### src/sv/yuv_to_rgb_downscaler_unit_defines.svh
// Assertion macros for the YUV to RGB downscaler.
// Included by the top level; no other dependencies.
`ifndef YUV_TO_RGB_DOWNSCALER_UNIT_DEFINES_SVH
`define YUV_TO_RGB_DOWNSCALER_UNIT_DEFINES_SVH

`ifndef NO_ASSERTIONS

// Checked on every clock edge outside reset.
`define YRD_ASSERT(label, prop, msg) \
   label: assert property (@(posedge clock) disable iff (reset) prop) else $error(msg);

// Checked on every clock edge, reset included.
`define YRD_ASSERT_ALWAYS(label, prop, msg) \
   label: assert property (@(posedge clock) prop) else $error(msg);

`else

`define YRD_ASSERT(label, prop, msg)
`define YRD_ASSERT_ALWAYS(label, prop, msg)

`endif

`endif

### src/sv/yrd_pkg.sv
// Shared types, constants and helper functions of the YUV to RGB downscaler.
// No dependencies.
`default_nettype none

package yrd_pkg;

   localparam int MAX_SRC_DIM_DEFAULT = 8192;
   localparam int MAX_DST_DIM_DEFAULT = 4096;

   localparam int SRC_DIM_CFG_W = 14;
   localparam int DST_DIM_CFG_W = 13;
   localparam int STEP_W        = 30;
   localparam int CSR_INDEX_W   = 3;
   localparam int CSR_DATA_W    = 30;
   localparam int PIX_W         = 8;
   localparam int PROD_W        = 28;

   localparam logic [STEP_W-1:0] STEP_RESET = STEP_W'(65536);
   localparam logic [STEP_W-1:0] ACC_MAX    = {STEP_W{1'b1}};

   localparam int QUEUE_DEPTH = 4;

   // BT.601 coefficients, 16.16 fixed point.
   localparam int K_FULL_RV = 91881;
   localparam int K_FULL_GU = 22554;
   localparam int K_FULL_GV = 46802;
   localparam int K_FULL_BU = 116130;
   localparam int K_LIM_Y   = 76284;
   localparam int K_LIM_RV  = 104595;
   localparam int K_LIM_GU  = 25624;
   localparam int K_LIM_GV  = 53281;
   localparam int K_LIM_BU  = 132251;
   localparam int CHROMA_OFFSET = 128;
   localparam int LUMA_OFFSET   = 16;

   typedef enum logic [CSR_INDEX_W-1:0] {
      CSR_SRC_WIDTH  = 3'd0,
      CSR_SRC_HEIGHT = 3'd1,
      CSR_DST_WIDTH  = 3'd2,
      CSR_DST_HEIGHT = 3'd3,
      CSR_COL_STEP   = 3'd4,
      CSR_ROW_STEP   = 3'd5,
      CSR_FULL_RANGE = 3'd6
   } csr_index_type;

   // One selected source pixel on its way to conversion.
   typedef struct packed {
      logic [PIX_W-1:0] luma;
      logic [PIX_W-1:0] chroma_blue;
      logic [PIX_W-1:0] chroma_red;
      logic             row_end;
      logic             frame_end;
      logic             full_range;
   } pixel_type;

   function automatic logic [STEP_W-1:0] acc_add(input logic [STEP_W-1:0] a,
                                                 input logic [STEP_W-1:0] b);
      logic [STEP_W:0] sum;
      sum = {1'b0, a} + {1'b0, b};
      return sum[STEP_W] ? ACC_MAX : sum[STEP_W-1:0];
   endfunction

   function automatic logic [PIX_W-1:0] sat8(input logic signed [PROD_W-1:0] v);
      logic [PIX_W-1:0] res;
      if (v < 0) begin
         res = '0;
      end else if (v > PROD_W'(255)) begin
         res = '1;
      end else begin
         res = v[PIX_W-1:0];
      end
      return res;
   endfunction

endpackage

`default_nettype wire

### src/sv/yrd_front.sv
// Front part: configuration registers, raster counters and 14.16 pick
// accumulators; decides which source items become output pixels. Uses yrd_pkg.
`default_nettype none

module yrd_front #(
   parameter int MAX_SRC_DIM = yrd_pkg::MAX_SRC_DIM_DEFAULT,
   parameter int MAX_DST_DIM = yrd_pkg::MAX_DST_DIM_DEFAULT
) (
   input  wire logic                             clock,
   input  wire logic                             reset,
   input  wire logic                             csr_write,
   input  wire logic [yrd_pkg::CSR_INDEX_W-1:0]  csr_index,
   input  wire logic [yrd_pkg::CSR_DATA_W-1:0]   csr_data,
   input  wire logic                             accept,
   input  wire logic [yrd_pkg::PIX_W-1:0]        luma,
   input  wire logic [yrd_pkg::PIX_W-1:0]        chroma_blue,
   input  wire logic [yrd_pkg::PIX_W-1:0]        chroma_red,
   output logic                                  push,
   output yrd_pkg::pixel_type                    push_item
);

   localparam int SCW = $clog2(MAX_SRC_DIM);
   localparam int DCW = $clog2(MAX_DST_DIM) + 1;
   localparam int SW  = yrd_pkg::STEP_W;
   localparam int CW  = (SCW > 14) ? SCW : 14;

   logic [SCW-1:0] src_col_last_ff, src_col_last_in;
   logic [SCW-1:0] src_row_last_ff, src_row_last_in;
   logic [DCW-1:0] dst_width_ff, dst_width_in;
   logic [DCW-1:0] dst_height_ff, dst_height_in;
   logic [SW-1:0]  col_step_ff, col_step_in;
   logic [SW-1:0]  row_step_ff, row_step_in;
   logic           full_range_ff, full_range_in;

   logic [SCW-1:0] src_col_ff, src_col_in;
   logic [SCW-1:0] src_row_ff, src_row_in;
   logic [SW-1:0]  col_acc_ff, col_acc_in;
   logic [SW-1:0]  row_acc_ff, row_acc_in;
   logic [DCW-1:0] out_col_ff, out_col_in;
   logic [DCW-1:0] out_row_ff, out_row_in;

   logic row_sel, emit, row_done, frame_done;
   int   src_v, dst_v;

   // Registers hold effective sizes: zero source sizes and oversize are folded in here.
   always_comb begin
      src_col_last_in = src_col_last_ff;
      src_row_last_in = src_row_last_ff;
      dst_width_in    = dst_width_ff;
      dst_height_in   = dst_height_ff;
      col_step_in     = col_step_ff;
      row_step_in     = row_step_ff;
      full_range_in   = full_range_ff;
      src_v = int'(csr_data[yrd_pkg::SRC_DIM_CFG_W-1:0]);
      dst_v = int'(csr_data[yrd_pkg::DST_DIM_CFG_W-1:0]);
      if (src_v == 0) begin
         src_v = 1;
      end else if (src_v > MAX_SRC_DIM) begin
         src_v = MAX_SRC_DIM;
      end
      if (dst_v > MAX_DST_DIM) begin
         dst_v = MAX_DST_DIM;
      end
      if (csr_write) begin
         unique case (csr_index)
            yrd_pkg::CSR_SRC_WIDTH:  src_col_last_in = SCW'(src_v - 1);
            yrd_pkg::CSR_SRC_HEIGHT: src_row_last_in = SCW'(src_v - 1);
            yrd_pkg::CSR_DST_WIDTH:  dst_width_in    = DCW'(dst_v);
            yrd_pkg::CSR_DST_HEIGHT: dst_height_in   = DCW'(dst_v);
            yrd_pkg::CSR_COL_STEP:   col_step_in     = csr_data[SW-1:0];
            yrd_pkg::CSR_ROW_STEP:   row_step_in     = csr_data[SW-1:0];
            yrd_pkg::CSR_FULL_RANGE: full_range_in   = csr_data[0];
            default: ;
         endcase
      end
   end

   assign row_sel = (out_row_ff < dst_height_ff) &&
                    (CW'(row_acc_ff[SW-1:16]) <= CW'(src_row_ff));
   assign emit    = row_sel && (out_col_ff < dst_width_ff) &&
                    (CW'(col_acc_ff[SW-1:16]) <= CW'(src_col_ff));
   assign row_done   = src_col_ff >= src_col_last_ff;
   assign frame_done = src_row_ff >= src_row_last_ff;

   always_comb begin
      src_col_in = src_col_ff;
      src_row_in = src_row_ff;
      col_acc_in = col_acc_ff;
      row_acc_in = row_acc_ff;
      out_col_in = out_col_ff;
      out_row_in = out_row_ff;
      if (accept) begin
         if (emit) begin
            out_col_in = out_col_ff + DCW'(1);
            col_acc_in = yrd_pkg::acc_add(col_acc_ff, col_step_ff);
         end
         if (row_done) begin
            src_col_in = '0;
            col_acc_in = '0;
            out_col_in = '0;
            if (row_sel) begin
               out_row_in = out_row_ff + DCW'(1);
               row_acc_in = yrd_pkg::acc_add(row_acc_ff, row_step_ff);
            end
            if (frame_done) begin
               src_row_in = '0;
               row_acc_in = '0;
               out_row_in = '0;
            end else begin
               src_row_in = src_row_ff + SCW'(1);
            end
         end else begin
            src_col_in = src_col_ff + SCW'(1);
         end
      end
   end

   always_comb begin
      push                   = accept && emit;
      push_item.luma         = luma;
      push_item.chroma_blue  = chroma_blue;
      push_item.chroma_red   = chroma_red;
      push_item.row_end      = ({1'b0, out_col_ff} + (DCW+1)'(1)) == {1'b0, dst_width_ff};
      push_item.frame_end    = push_item.row_end &&
                               (({1'b0, out_row_ff} + (DCW+1)'(1)) == {1'b0, dst_height_ff});
      push_item.full_range   = full_range_ff;
   end

   always_ff @(posedge clock) begin
      if (reset) begin
         src_col_last_ff <= '0;
         src_row_last_ff <= '0;
         dst_width_ff    <= DCW'(1);
         dst_height_ff   <= DCW'(1);
         col_step_ff     <= yrd_pkg::STEP_RESET;
         row_step_ff     <= yrd_pkg::STEP_RESET;
         full_range_ff   <= 1'b0;
         src_col_ff      <= '0;
         src_row_ff      <= '0;
         col_acc_ff      <= '0;
         row_acc_ff      <= '0;
         out_col_ff      <= '0;
         out_row_ff      <= '0;
      end else begin
         src_col_last_ff <= src_col_last_in;
         src_row_last_ff <= src_row_last_in;
         dst_width_ff    <= dst_width_in;
         dst_height_ff   <= dst_height_in;
         col_step_ff     <= col_step_in;
         row_step_ff     <= row_step_in;
         full_range_ff   <= full_range_in;
         src_col_ff      <= src_col_in;
         src_row_ff      <= src_row_in;
         col_acc_ff      <= col_acc_in;
         row_acc_ff      <= row_acc_in;
         out_col_ff      <= out_col_in;
         out_row_ff      <= out_row_in;
      end
   end

endmodule

`default_nettype wire

### src/sv/yrd_queue.sv
// Short first-in first-out queue of selected pixels between the front and
// the conversion back end. Uses yrd_pkg.
`default_nettype none

module yrd_queue (
   input  wire logic               clock,
   input  wire logic               reset,
   input  wire logic               push,
   input  wire yrd_pkg::pixel_type push_item,
   input  wire logic               pop,
   output logic                    not_empty,
   output logic                    full,
   output yrd_pkg::pixel_type      head_item
);

   localparam int DEPTH = yrd_pkg::QUEUE_DEPTH;
   localparam int PW    = $clog2(DEPTH);
   localparam int CNTW  = PW + 1;

   yrd_pkg::pixel_type entry_ff [DEPTH];
   logic [PW-1:0]   wr_ptr_ff, wr_ptr_in;
   logic [PW-1:0]   rd_ptr_ff, rd_ptr_in;
   logic [CNTW-1:0] count_ff, count_in;

   assign not_empty = count_ff != '0;
   assign full      = count_ff == CNTW'(DEPTH);
   assign head_item = entry_ff[rd_ptr_ff];

   always_comb begin
      wr_ptr_in = push ? wr_ptr_ff + PW'(1) : wr_ptr_ff;
      rd_ptr_in = pop  ? rd_ptr_ff + PW'(1) : rd_ptr_ff;
      count_in  = count_ff + CNTW'(push) - CNTW'(pop);
   end

   always_ff @(posedge clock) begin
      if (reset) begin
         wr_ptr_ff <= '0;
         rd_ptr_ff <= '0;
         count_ff  <= '0;
      end else begin
         wr_ptr_ff <= wr_ptr_in;
         rd_ptr_ff <= rd_ptr_in;
         count_ff  <= count_in;
      end
   end

   always_ff @(posedge clock) begin
      if (push) begin
         entry_ff[wr_ptr_ff] <= push_item;
      end
   end

endmodule

`default_nettype wire

### src/sv/yrd_convert.sv
// Back part: two-stage BT.601 YCbCr to RGB conversion (products, then sums,
// floor and clamp) ending in the output register. Uses yrd_pkg.
`default_nettype none

module yrd_convert (
   input  wire logic                       clock,
   input  wire logic                       reset,
   input  wire logic                       item_valid,
   input  wire yrd_pkg::pixel_type         item,
   output logic                            pop,
   output logic                            rsp_tvalid,
   input  wire logic                       rsp_tready,
   output logic [23:0]                     rsp_tdata,
   output logic                            rsp_tlast,
   output logic                            rsp_tuser
);

   localparam int PW = yrd_pkg::PROD_W;
   localparam int XW = yrd_pkg::PIX_W;

   logic signed [8:0]    uu, vv, yy;
   logic signed [PW-1:0] k_rv, k_gu, k_gv, k_bu, k_y;
   logic signed [PW-1:0] p_rv_ff, p_gu_ff, p_gv_ff, p_bu_ff, p_c_ff;
   logic [XW-1:0]        luma_ff;
   logic                 full_ff, row_end_ff, frame_end_ff;
   logic                 s1_valid_ff, s1_valid_in;

   logic                 out_valid_ff, out_valid_in;
   logic [XW-1:0]        red_ff, green_ff, blue_ff;
   logic                 last_ff, user_ff;

   logic                 advance;
   logic signed [PW-1:0] y_w, r_w, g_w, b_w;

   assign advance = !out_valid_ff || rsp_tready;
   assign pop     = item_valid && (!s1_valid_ff || advance);

   always_comb begin
      uu = $signed({1'b0, item.chroma_blue}) - 9'(yrd_pkg::CHROMA_OFFSET);
      vv = $signed({1'b0, item.chroma_red})  - 9'(yrd_pkg::CHROMA_OFFSET);
      yy = $signed({1'b0, item.luma})        - 9'(yrd_pkg::LUMA_OFFSET);
      k_y  = PW'(yrd_pkg::K_LIM_Y);
      k_rv = item.full_range ? PW'(yrd_pkg::K_FULL_RV) : PW'(yrd_pkg::K_LIM_RV);
      k_gu = item.full_range ? PW'(yrd_pkg::K_FULL_GU) : PW'(yrd_pkg::K_LIM_GU);
      k_gv = item.full_range ? PW'(yrd_pkg::K_FULL_GV) : PW'(yrd_pkg::K_LIM_GV);
      k_bu = item.full_range ? PW'(yrd_pkg::K_FULL_BU) : PW'(yrd_pkg::K_LIM_BU);
   end

   // Stage one: the products.
   always_ff @(posedge clock) begin
      if (pop) begin
         p_rv_ff      <= k_rv * PW'(vv);
         p_gu_ff      <= k_gu * PW'(uu);
         p_gv_ff      <= k_gv * PW'(vv);
         p_bu_ff      <= k_bu * PW'(uu);
         p_c_ff       <= k_y * PW'(yy);
         luma_ff      <= item.luma;
         full_ff      <= item.full_range;
         row_end_ff   <= item.row_end;
         frame_end_ff <= item.frame_end;
      end
   end

   // Stage two: an arithmetic right shift by 16 floors the signed 12.16 value.
   // In full range luma is added after the shift; green subtracts a floored sum.
   always_comb begin
      y_w = $signed({{(PW-XW){1'b0}}, luma_ff});
      if (full_ff) begin
         r_w = y_w + (p_rv_ff >>> 16);
         g_w = y_w - ((p_gu_ff + p_gv_ff) >>> 16);
         b_w = y_w + (p_bu_ff >>> 16);
      end else begin
         r_w = (p_c_ff + p_rv_ff) >>> 16;
         g_w = (p_c_ff - p_gu_ff - p_gv_ff) >>> 16;
         b_w = (p_c_ff + p_bu_ff) >>> 16;
      end
   end

   always_comb begin
      s1_valid_in  = pop ? 1'b1 : (advance ? 1'b0 : s1_valid_ff);
      out_valid_in = advance ? s1_valid_ff : out_valid_ff;
   end

   always_ff @(posedge clock) begin
      if (advance && s1_valid_ff) begin
         red_ff   <= yrd_pkg::sat8(r_w);
         green_ff <= yrd_pkg::sat8(g_w);
         blue_ff  <= yrd_pkg::sat8(b_w);
         last_ff  <= row_end_ff;
         user_ff  <= frame_end_ff;
      end
   end

   always_ff @(posedge clock) begin
      if (reset) begin
         s1_valid_ff  <= 1'b0;
         out_valid_ff <= 1'b0;
      end else begin
         s1_valid_ff  <= s1_valid_in;
         out_valid_ff <= out_valid_in;
      end
   end

   assign rsp_tvalid = out_valid_ff;
   assign rsp_tdata  = {blue_ff, green_ff, red_ff};
   assign rsp_tlast  = last_ff;
   assign rsp_tuser  = user_ff;

endmodule

`default_nettype wire

### src/sv/yuv_to_rgb_downscaler_unit.sv
// Top level of the YUV to RGB downscaler: front, queue and conversion back end.
// Depends on yrd_pkg, yrd_front, yrd_queue, yrd_convert and the defines header.
//
// Source pixels enter in raster order, one item per clock while the four-entry
// queue has room; the queue only fills when the output side stalls. Each one
// that is the nearest-neighbour pick for the next destination pixel leaves as
// one RGB24 item through the queue, the product stage and the output register.
// Register writes take effect at once and are meant to happen between frames
// while no item is in flight.
`default_nettype none

`include "yuv_to_rgb_downscaler_unit_defines.svh"

module yuv_to_rgb_downscaler_unit #(
   parameter int MAX_SRC_DIM = yrd_pkg::MAX_SRC_DIM_DEFAULT,
   parameter int MAX_DST_DIM = yrd_pkg::MAX_DST_DIM_DEFAULT
) (
   input  wire logic                            clock,
   input  wire logic                            reset,
   input  wire logic                            csr_valid,
   output logic                                 csr_ready,
   input  wire logic [yrd_pkg::CSR_INDEX_W-1:0] csr_index,
   input  wire logic [yrd_pkg::CSR_DATA_W-1:0]  csr_data,
   input  wire logic                            req_tvalid,
   output logic                                 req_tready,
   // [7:0] luma, [15:8] chroma_blue, [23:16] chroma_red
   input  wire logic [23:0]                     req_tdata,
   output logic                                 rsp_tvalid,
   input  wire logic                            rsp_tready,
   // [7:0] red, [15:8] green, [23:16] blue
   output logic [23:0]                          rsp_tdata,
   // row_end
   output logic                                 rsp_tlast,
   // [0] frame_end
   output logic                                 rsp_tuser
);

   logic               accept;
   logic               push, pop, q_not_empty, q_full;
   yrd_pkg::pixel_type push_item, head_item;

   assign csr_ready  = 1'b1;
   assign req_tready = !q_full;
   assign accept     = req_tvalid && req_tready;

   yrd_front #(
      .MAX_SRC_DIM (MAX_SRC_DIM),
      .MAX_DST_DIM (MAX_DST_DIM)
   ) u_front (
      .clock       (clock),
      .reset       (reset),
      .csr_write   (csr_valid && csr_ready),
      .csr_index   (csr_index),
      .csr_data    (csr_data),
      .accept      (accept),
      .luma        (req_tdata[7:0]),
      .chroma_blue (req_tdata[15:8]),
      .chroma_red  (req_tdata[23:16]),
      .push        (push),
      .push_item   (push_item)
   );

   yrd_queue u_queue (
      .clock     (clock),
      .reset     (reset),
      .push      (push),
      .push_item (push_item),
      .pop       (pop),
      .not_empty (q_not_empty),
      .full      (q_full),
      .head_item (head_item)
   );

   yrd_convert u_convert (
      .clock      (clock),
      .reset      (reset),
      .item_valid (q_not_empty),
      .item       (head_item),
      .pop        (pop),
      .rsp_tvalid (rsp_tvalid),
      .rsp_tready (rsp_tready),
      .rsp_tdata  (rsp_tdata),
      .rsp_tlast  (rsp_tlast),
      .rsp_tuser  (rsp_tuser)
   );

   // The last pixel of a frame is always the last pixel of its row.
   `YRD_ASSERT(a_frame_end_on_row_end, rsp_tvalid && rsp_tuser |-> rsp_tlast, "frame end without row end")
   // A full queue can only come from a stalled output register.
   `YRD_ASSERT(a_full_means_stalled, !req_tready |-> rsp_tvalid, "queue full while output idle")
   // Nothing is left in flight after reset.
   `YRD_ASSERT_ALWAYS(a_reset_clears, reset |=> !rsp_tvalid && req_tready, "state not cleared by reset")

endmodule

`default_nettype wire

### config.mk
export PLATFORM = sky130hd
export DESIGN_NAME = yuv_to_rgb_downscaler_unit
export DESIGN_NICKNAME = d
export VERILOG_FILES = /design/src/sv/yrd_pkg.sv /design/src/sv/yrd_front.sv /design/src/sv/yrd_queue.sv /design/src/sv/yrd_convert.sv /design/src/sv/yuv_to_rgb_downscaler_unit.sv
export VERILOG_INCLUDE_DIRS = /design/src /design/src/sv
export SDC_FILE = /design/constraint.sdc
export NUM_CORES = 2
export LEC_CHECK = 0
export BUFFER_PORTS_ARGS = -buffer_cell sky130_fd_sc_hd__clkbuf_2
export CORE_MARGIN = 1.5
export CORE_UTILIZATION = 65
export CTS_BUF_LIST = sky130_fd_sc_hd__clkbuf_4 sky130_fd_sc_hd__clkbuf_8 sky130_fd_sc_hd__clkbuf_16
export CTS_CLUSTER_SIZE = 30
export DETAILED_ROUTE_END_ITERATION = 12
export HOLD_SLACK_MARGIN = 0.15
export PLACE_DENSITY_LB_ADDON = 0.1
export SLEW_MARGIN = 10
export SYNTH_ARGS = -nofsm -noshare
export SYNTH_HDL_FRONTEND = slang
export SYNTH_HIERARCHICAL = 1
export SYNTH_SLANG_ARGS = --single-unit
### constraint.sdc
create_clock -name clock -period 34.7 [get_ports clock]
set_clock_uncertainty 0.15 [all_clocks]
set_input_delay 3.47 -clock clock [delete_from_list [all_inputs] [get_ports clock]]
set_output_delay 3.47 -clock clock [all_outputs]
set_load 0.05 [all_outputs]
# Word level (Yosys, flattened, before mapping)

Memory sizes are Yosys's and may differ from the RTL's. A register that Yosys moved wholly into a read port is not among the register bits.
Cells that the tools add are included.

Multipliers: 5
Add/sub/neg operators: 24
Bitwise operators: 0
Shift-type cells: 0
Eq/ne operators: 9
Reductions and logical operators: 29
Div/mod/pow operators: 0
Magnitude comparators: 14
Mux-type cells: 31

Operators with widths:

| kind                                                            | number |
|---|---|
| two-way mux 30 bit                                              | 6 |
| two-way mux 13 bit                                              | 9 |
| adder 28 bit                                                    | 3 |
| greater-than comparator 28 x 9 -> 1 bit (second input constant) | 3 |
| < comparator 28 x 1 -> 1 bit (second input constant)            | 3 |
| two-way mux 28 bit                                              | 3 |
| adder 30 x 30 -> 31 bit                                         | 2 |
| subtractor 28 bit                                               | 2 |
| adder 13 x 1 -> 13 bit (second input constant)                  | 4 |
| adder 13 x 1 -> 14 bit (second input constant)                  | 2 |
| == test 14 x 13 -> 1 bit                                        | 2 |
| less-or-equal comparator 14 x 13 -> 1 bit                       | 2 |
| multiplier 19 x 9 -> 28 bit                                     | 1 |
| multiplier 18 x 9 -> 27 bit                                     | 1 |
| adder 9 x 12 -> 13 bit                                          | 2 |
| greater-or-equal comparator 13 bit                              | 2 |
| < comparator 13 bit                                             | 2 |
| multiplier 17 x 9 -> 26 bit                                     | 1 |
| multiplier 16 x 9 -> 25 bit                                     | 1 |
| multiplier 16 x 9 -> 25 bit (first input constant)              | 1 |
| two-way mux 8 bit                                               | 3 |
| two-way mux 18 bit                                              | 1 |
| AND reduction 2 bit                                             | 9 |
| subtractor 8 x 8 -> 9 bit (second input constant)               | 2 |
| 24 further kinds                                                | 45 |

Input bits: 62
Memories: 1
ROM bits: 0
Output and inout bits: 29
Bits in writable memories: 108
Flip-flop bits (word level): 409
Logic and storage cells: 145
Bits in latches: 0

Memories:

| memory           | words | bits a word | rd ports | clocked after memory_dff | wr ports | line            | source |
|---|---|---|---|---|---|---|---|
| u_queue.entry_ff | 4     | 27          | 1        | 1                        | 1        | yrd_queue.sv:20 | `yrd_pkg::pixel_type entry_ff [DEPTH];` |

# Longest topological paths before layout

Depth after elaboration: 7
Mapped depth: 28
Mapped depth without buffers: 25

# Cells and area by module

Netlist, hierarchy kept.

By module, submodules not included:

| module                     | seq. area each (um^2) | times used | cells an instance | area an instance (um^2) |
|---|---|---|---|---|
| yrd_convert                | 4904.7                | 1          | 2444              | 24898.9 |
| yrd_front                  | 4504.3                | 1          | 1916              | 14471.4 |
| yrd_queue                  | 3423.3                | 1          | 183               | 4384.2 |
| yuv_to_rgb_downscaler_unit | 0.0                   | 1          | 4                 | 21.3 |

# Worst setup path after synthesis

OpenSTA, ideal clock, no wires.

Path kind: input-to-reg
Start: in rsp_tready
End: reg u_queue.count_ff[2]
Slack: 18.609 ns
Required time: 34.486 ns
Buffers on the path: 0
Setup time: 0.064 ns
Data arrival time: 15.876 ns
Stages: 8
Cells stage by stage: nor2b_1 a21boi_0 ha_1 inv_1 ha_1 fa_1 xor3_1 nor2_1

Longest elaborated chain between the ends: 4

RTL lines:

| element                   | line                             | source |
|---|---|---|
| from (decl)               | yuv_to_rgb_downscaler_unit.sv:29 | `input wire logic rsp_tready,` |
| logical OR 1 bit          | yrd_convert.sv:35                | `assign advance = !out_valid_ff \|\| rsp_tready;` |
| logical OR 1 bit          | yrd_convert.sv:36                | `assign pop = item_valid && (!s1_valid_ff \|\| advance);` |
| logical AND 1 bit         | yrd_convert.sv:36                |  |
| via pop                   | yuv_to_rgb_downscaler_unit.sv:39 | `logic push, pop, q_not_empty, q_full;` |
| subtractor 3 x 1 -> 3 bit | yrd_queue.sv:32                  | `count_in = count_ff + CNTW'(push) - CNTW'(pop);` |
| to (signal assigned)      | yrd_queue.sv:43                  | `count_ff <= count_in;` |
| to (decl)                 | yrd_queue.sv:23                  | `logic [CNTW-1:0] count_ff, count_in;` |

The timed path passes the listed nets, and every way through them passes these cells.
A chain may end at the register's enable or synchronous reset.

==> results.yml <==
run_status:
  status: "completed"
sta:
  min_period_ns: 7.93
  rsz0062_at_grt: "false"
  final-setup-viol-count: 0
  slew_viol_final: 0
  hold_violations: 0
  fin_tns_setup_ns: 0
  period_share_pct: 22.8
  worst_pin_slew_ns: 1.29
  slew-limit-headroom_pct: 13.0
  fmax_mhz: 126
route:
  antenna_left: 0
  drt-total-wl_mm: 104
  routed_via_density: 5.83
  via_count: 32200
  drc_errors: 0
  drt_iter0_markers: 2114
  firstDrtPassIters: 5
  wl_per_cell_um: 18.9
final_layout:
  area_growth_pct: 7.09
  final_cell_mix: "ha_1 (723), inv_1 (609), nand2_1 (433)"
  final_common_cell: "ha_1"
  layout-drive-gt1-share_pct: 6.19
  layout.nets: 5644
  diodes: 0
placed_design:
  portBuffers: 89
  dpl.hpwl_mm: 83.5
  place_congestion: 0.977
clock_network:
  path_clk_slew_ns: 0.06
  tritoncts: "done"
  hold_buffers: 0
  cts_buffers: 55
  post_cts_buffers: 0
  cts-root-buf: "clkbuf_16"
  cts_resized: 0
  clkLatencyLatePin_ns: 0.65
  cts.sinks: 506
  cts.path.max_buffers: 3
  ctsHtreeMaxLevel: 2
yosys:
  synth_area_um2: 43800
  yosys_warnings: 6
  synth_edf_count: 270
  synth_cell_types: 110
  ys_seq_area_share_pct: 29.3
  netlist_instances: 4547
  async_flop_share_pct: 0
  ys_ff_latch: 506
  synthFlopType: "edfxtp_1"
  syn_area_per_cell_um2: 9.63
min_path:
  hp-class: "flop to flop"
setup_path:
  required_ns: 34.92
  slowest_delay_ns: 0.63
  regToRegSetupSlack_ns: 26.77
  crit_buf_inv: 6
  crit_fanout: 37
  rr_endpoint: "u_convert/p_rv_ff[26]"
  crit_path_top_delay_cell: "a2111oi_0"
  cp_top_family: "compound AO/OA/AOI/OAI gates"
  worstSetupStartpointType: "flop"
  crit_path_end: "u_convert/p_rv_ff[26]"
  cp.depth: 26
  end_kind: "flop"
  critical_path_class: "flop to flop"
  arrival_ns: 8.14
  worst_r2r_path_depth: 26
global_route:
  antenna_found_initial: 3
  grt_pass1_vias: 31900
  grt-ovfl-total: 0
  grt_max_degree: 88
  grt.total_usage_pct: 30.2
  grt_pass1_wl_mm: 166
die:
  std_cell_rows: 94
  die_y_um: 263
  die_w_um: 263
  die-area_um2: 68900
  core_region_area_um2: 66200
  initial_utilization_pct: 66.1
  boundaryPins: 91
flow_run:
  timing.max_cap.violations: 0
synthesized netlist by cell type, types with 81 or more instances:
cell type / n / area, µm²
ha_1: 723 / 9050
inv_1: 609 / 2290
nand2_1: 433 / 1630
a21oi_1: 330 / 1650
edfxtp_1: 270 / 8110
nor2_1: 265 / 995
fa_1: 250 / 5000
dfxtp_1: 236 / 4720
xnor2_1: 172 / 1510
o21ai_0: 171 / 856
a21o_1: 87 / 653
nand3_1: 82 / 410
clkbuf_1: 81 / 304
area by class of cell:
| cell class | count | area [µm²] |
|---|---|---|
| Tap cell | 864 | 1080 |
| Inverter | 609 | 2290 |
| Timing Repair Buffer | 110 | 606 |
| Fill cell | 5176 | 19300 |
| Sequential cell | 506 | 12800 |
| Clock buffer | 71 | 1540 |
| Clock inverter | 32 | 407 |
| Multi-Input combinational cell | 3327 | 28100 |
how the worst min path moves through the flow:
stage                               start               endpoint  depth (start not counted)
floorplan            u_convert/row_end_ff    u_convert/rsp_tlast                          0
global placement    u_front/row_acc_ff[0]  u_front/row_acc_ff[0]                          2
detailed placement   u_convert/row_end_ff    u_convert/rsp_tlast                          0
CTS                  u_convert/row_end_ff    u_convert/rsp_tlast                          0
global route         u_convert/row_end_ff    u_convert/rsp_tlast                          0
finish              u_front/row_acc_ff[0]  u_front/row_acc_ff[0]                          2
per-stage QoR:
step                      hold slack [ns]  setup slack (ns)  std cells  util, %  instance area [µm²]
after global placement              0.277             26.94       5416     67.9                44900
after detailed placement            0.273             26.87       5416     67.9                44900
final                               0.295             26.77       5519     70.8                46900
after CTS                           0.288             26.80       5519     70.8                46900
after floorplan                     0.250             18.61       4567        -                43900
after global routing                0.290             26.25       5519     70.8                46900
tightest hold or removal path, stage by stage, from the launching register on:
cell,delay (ns)
dfxtp_1,0.31
nand2_1,0.05
nand2_1,0.04
cell families after synthesis:
family / share of synthesized area [%]
mux: 1.78
compound gates: 13.2
buf+inv: 6.67
flops: 29.3
fa+ha+maj: 32.1
simple gates: 12.0
xor+xnor: 4.96
other cells: 0.0257
routing by layer:
layer	up-vias	wire length, µm	part of all wire [%]	track usage [%]
met3	196	5110	4.9	4.45
met4	6	4040	3.9	11.3
met1	15400	43900	42	37.1
met2	811	51200	49	53.4
li1	15800	-	-	-
met5	-	37	0.035	0
sequential cells by signal (all words and copies together) (netlist names), 24 cells and up, named ones only:
register             cells
u_queue/entry_ff       108
u_convert/p_bu_ff       26
u_convert/p_gv_ff       26
u_convert/p_c_ff        24
u_convert/p_rv_ff       25
u_front/col_step_ff     30
u_front/col_acc_ff      30
u_front/row_step_ff     30
u_convert/p_gu_ff       24
u_front/row_acc_ff      30
Power is not shown: default switching activity piles up to over one toggle a cycle in this logic, so the estimate is an artifact.
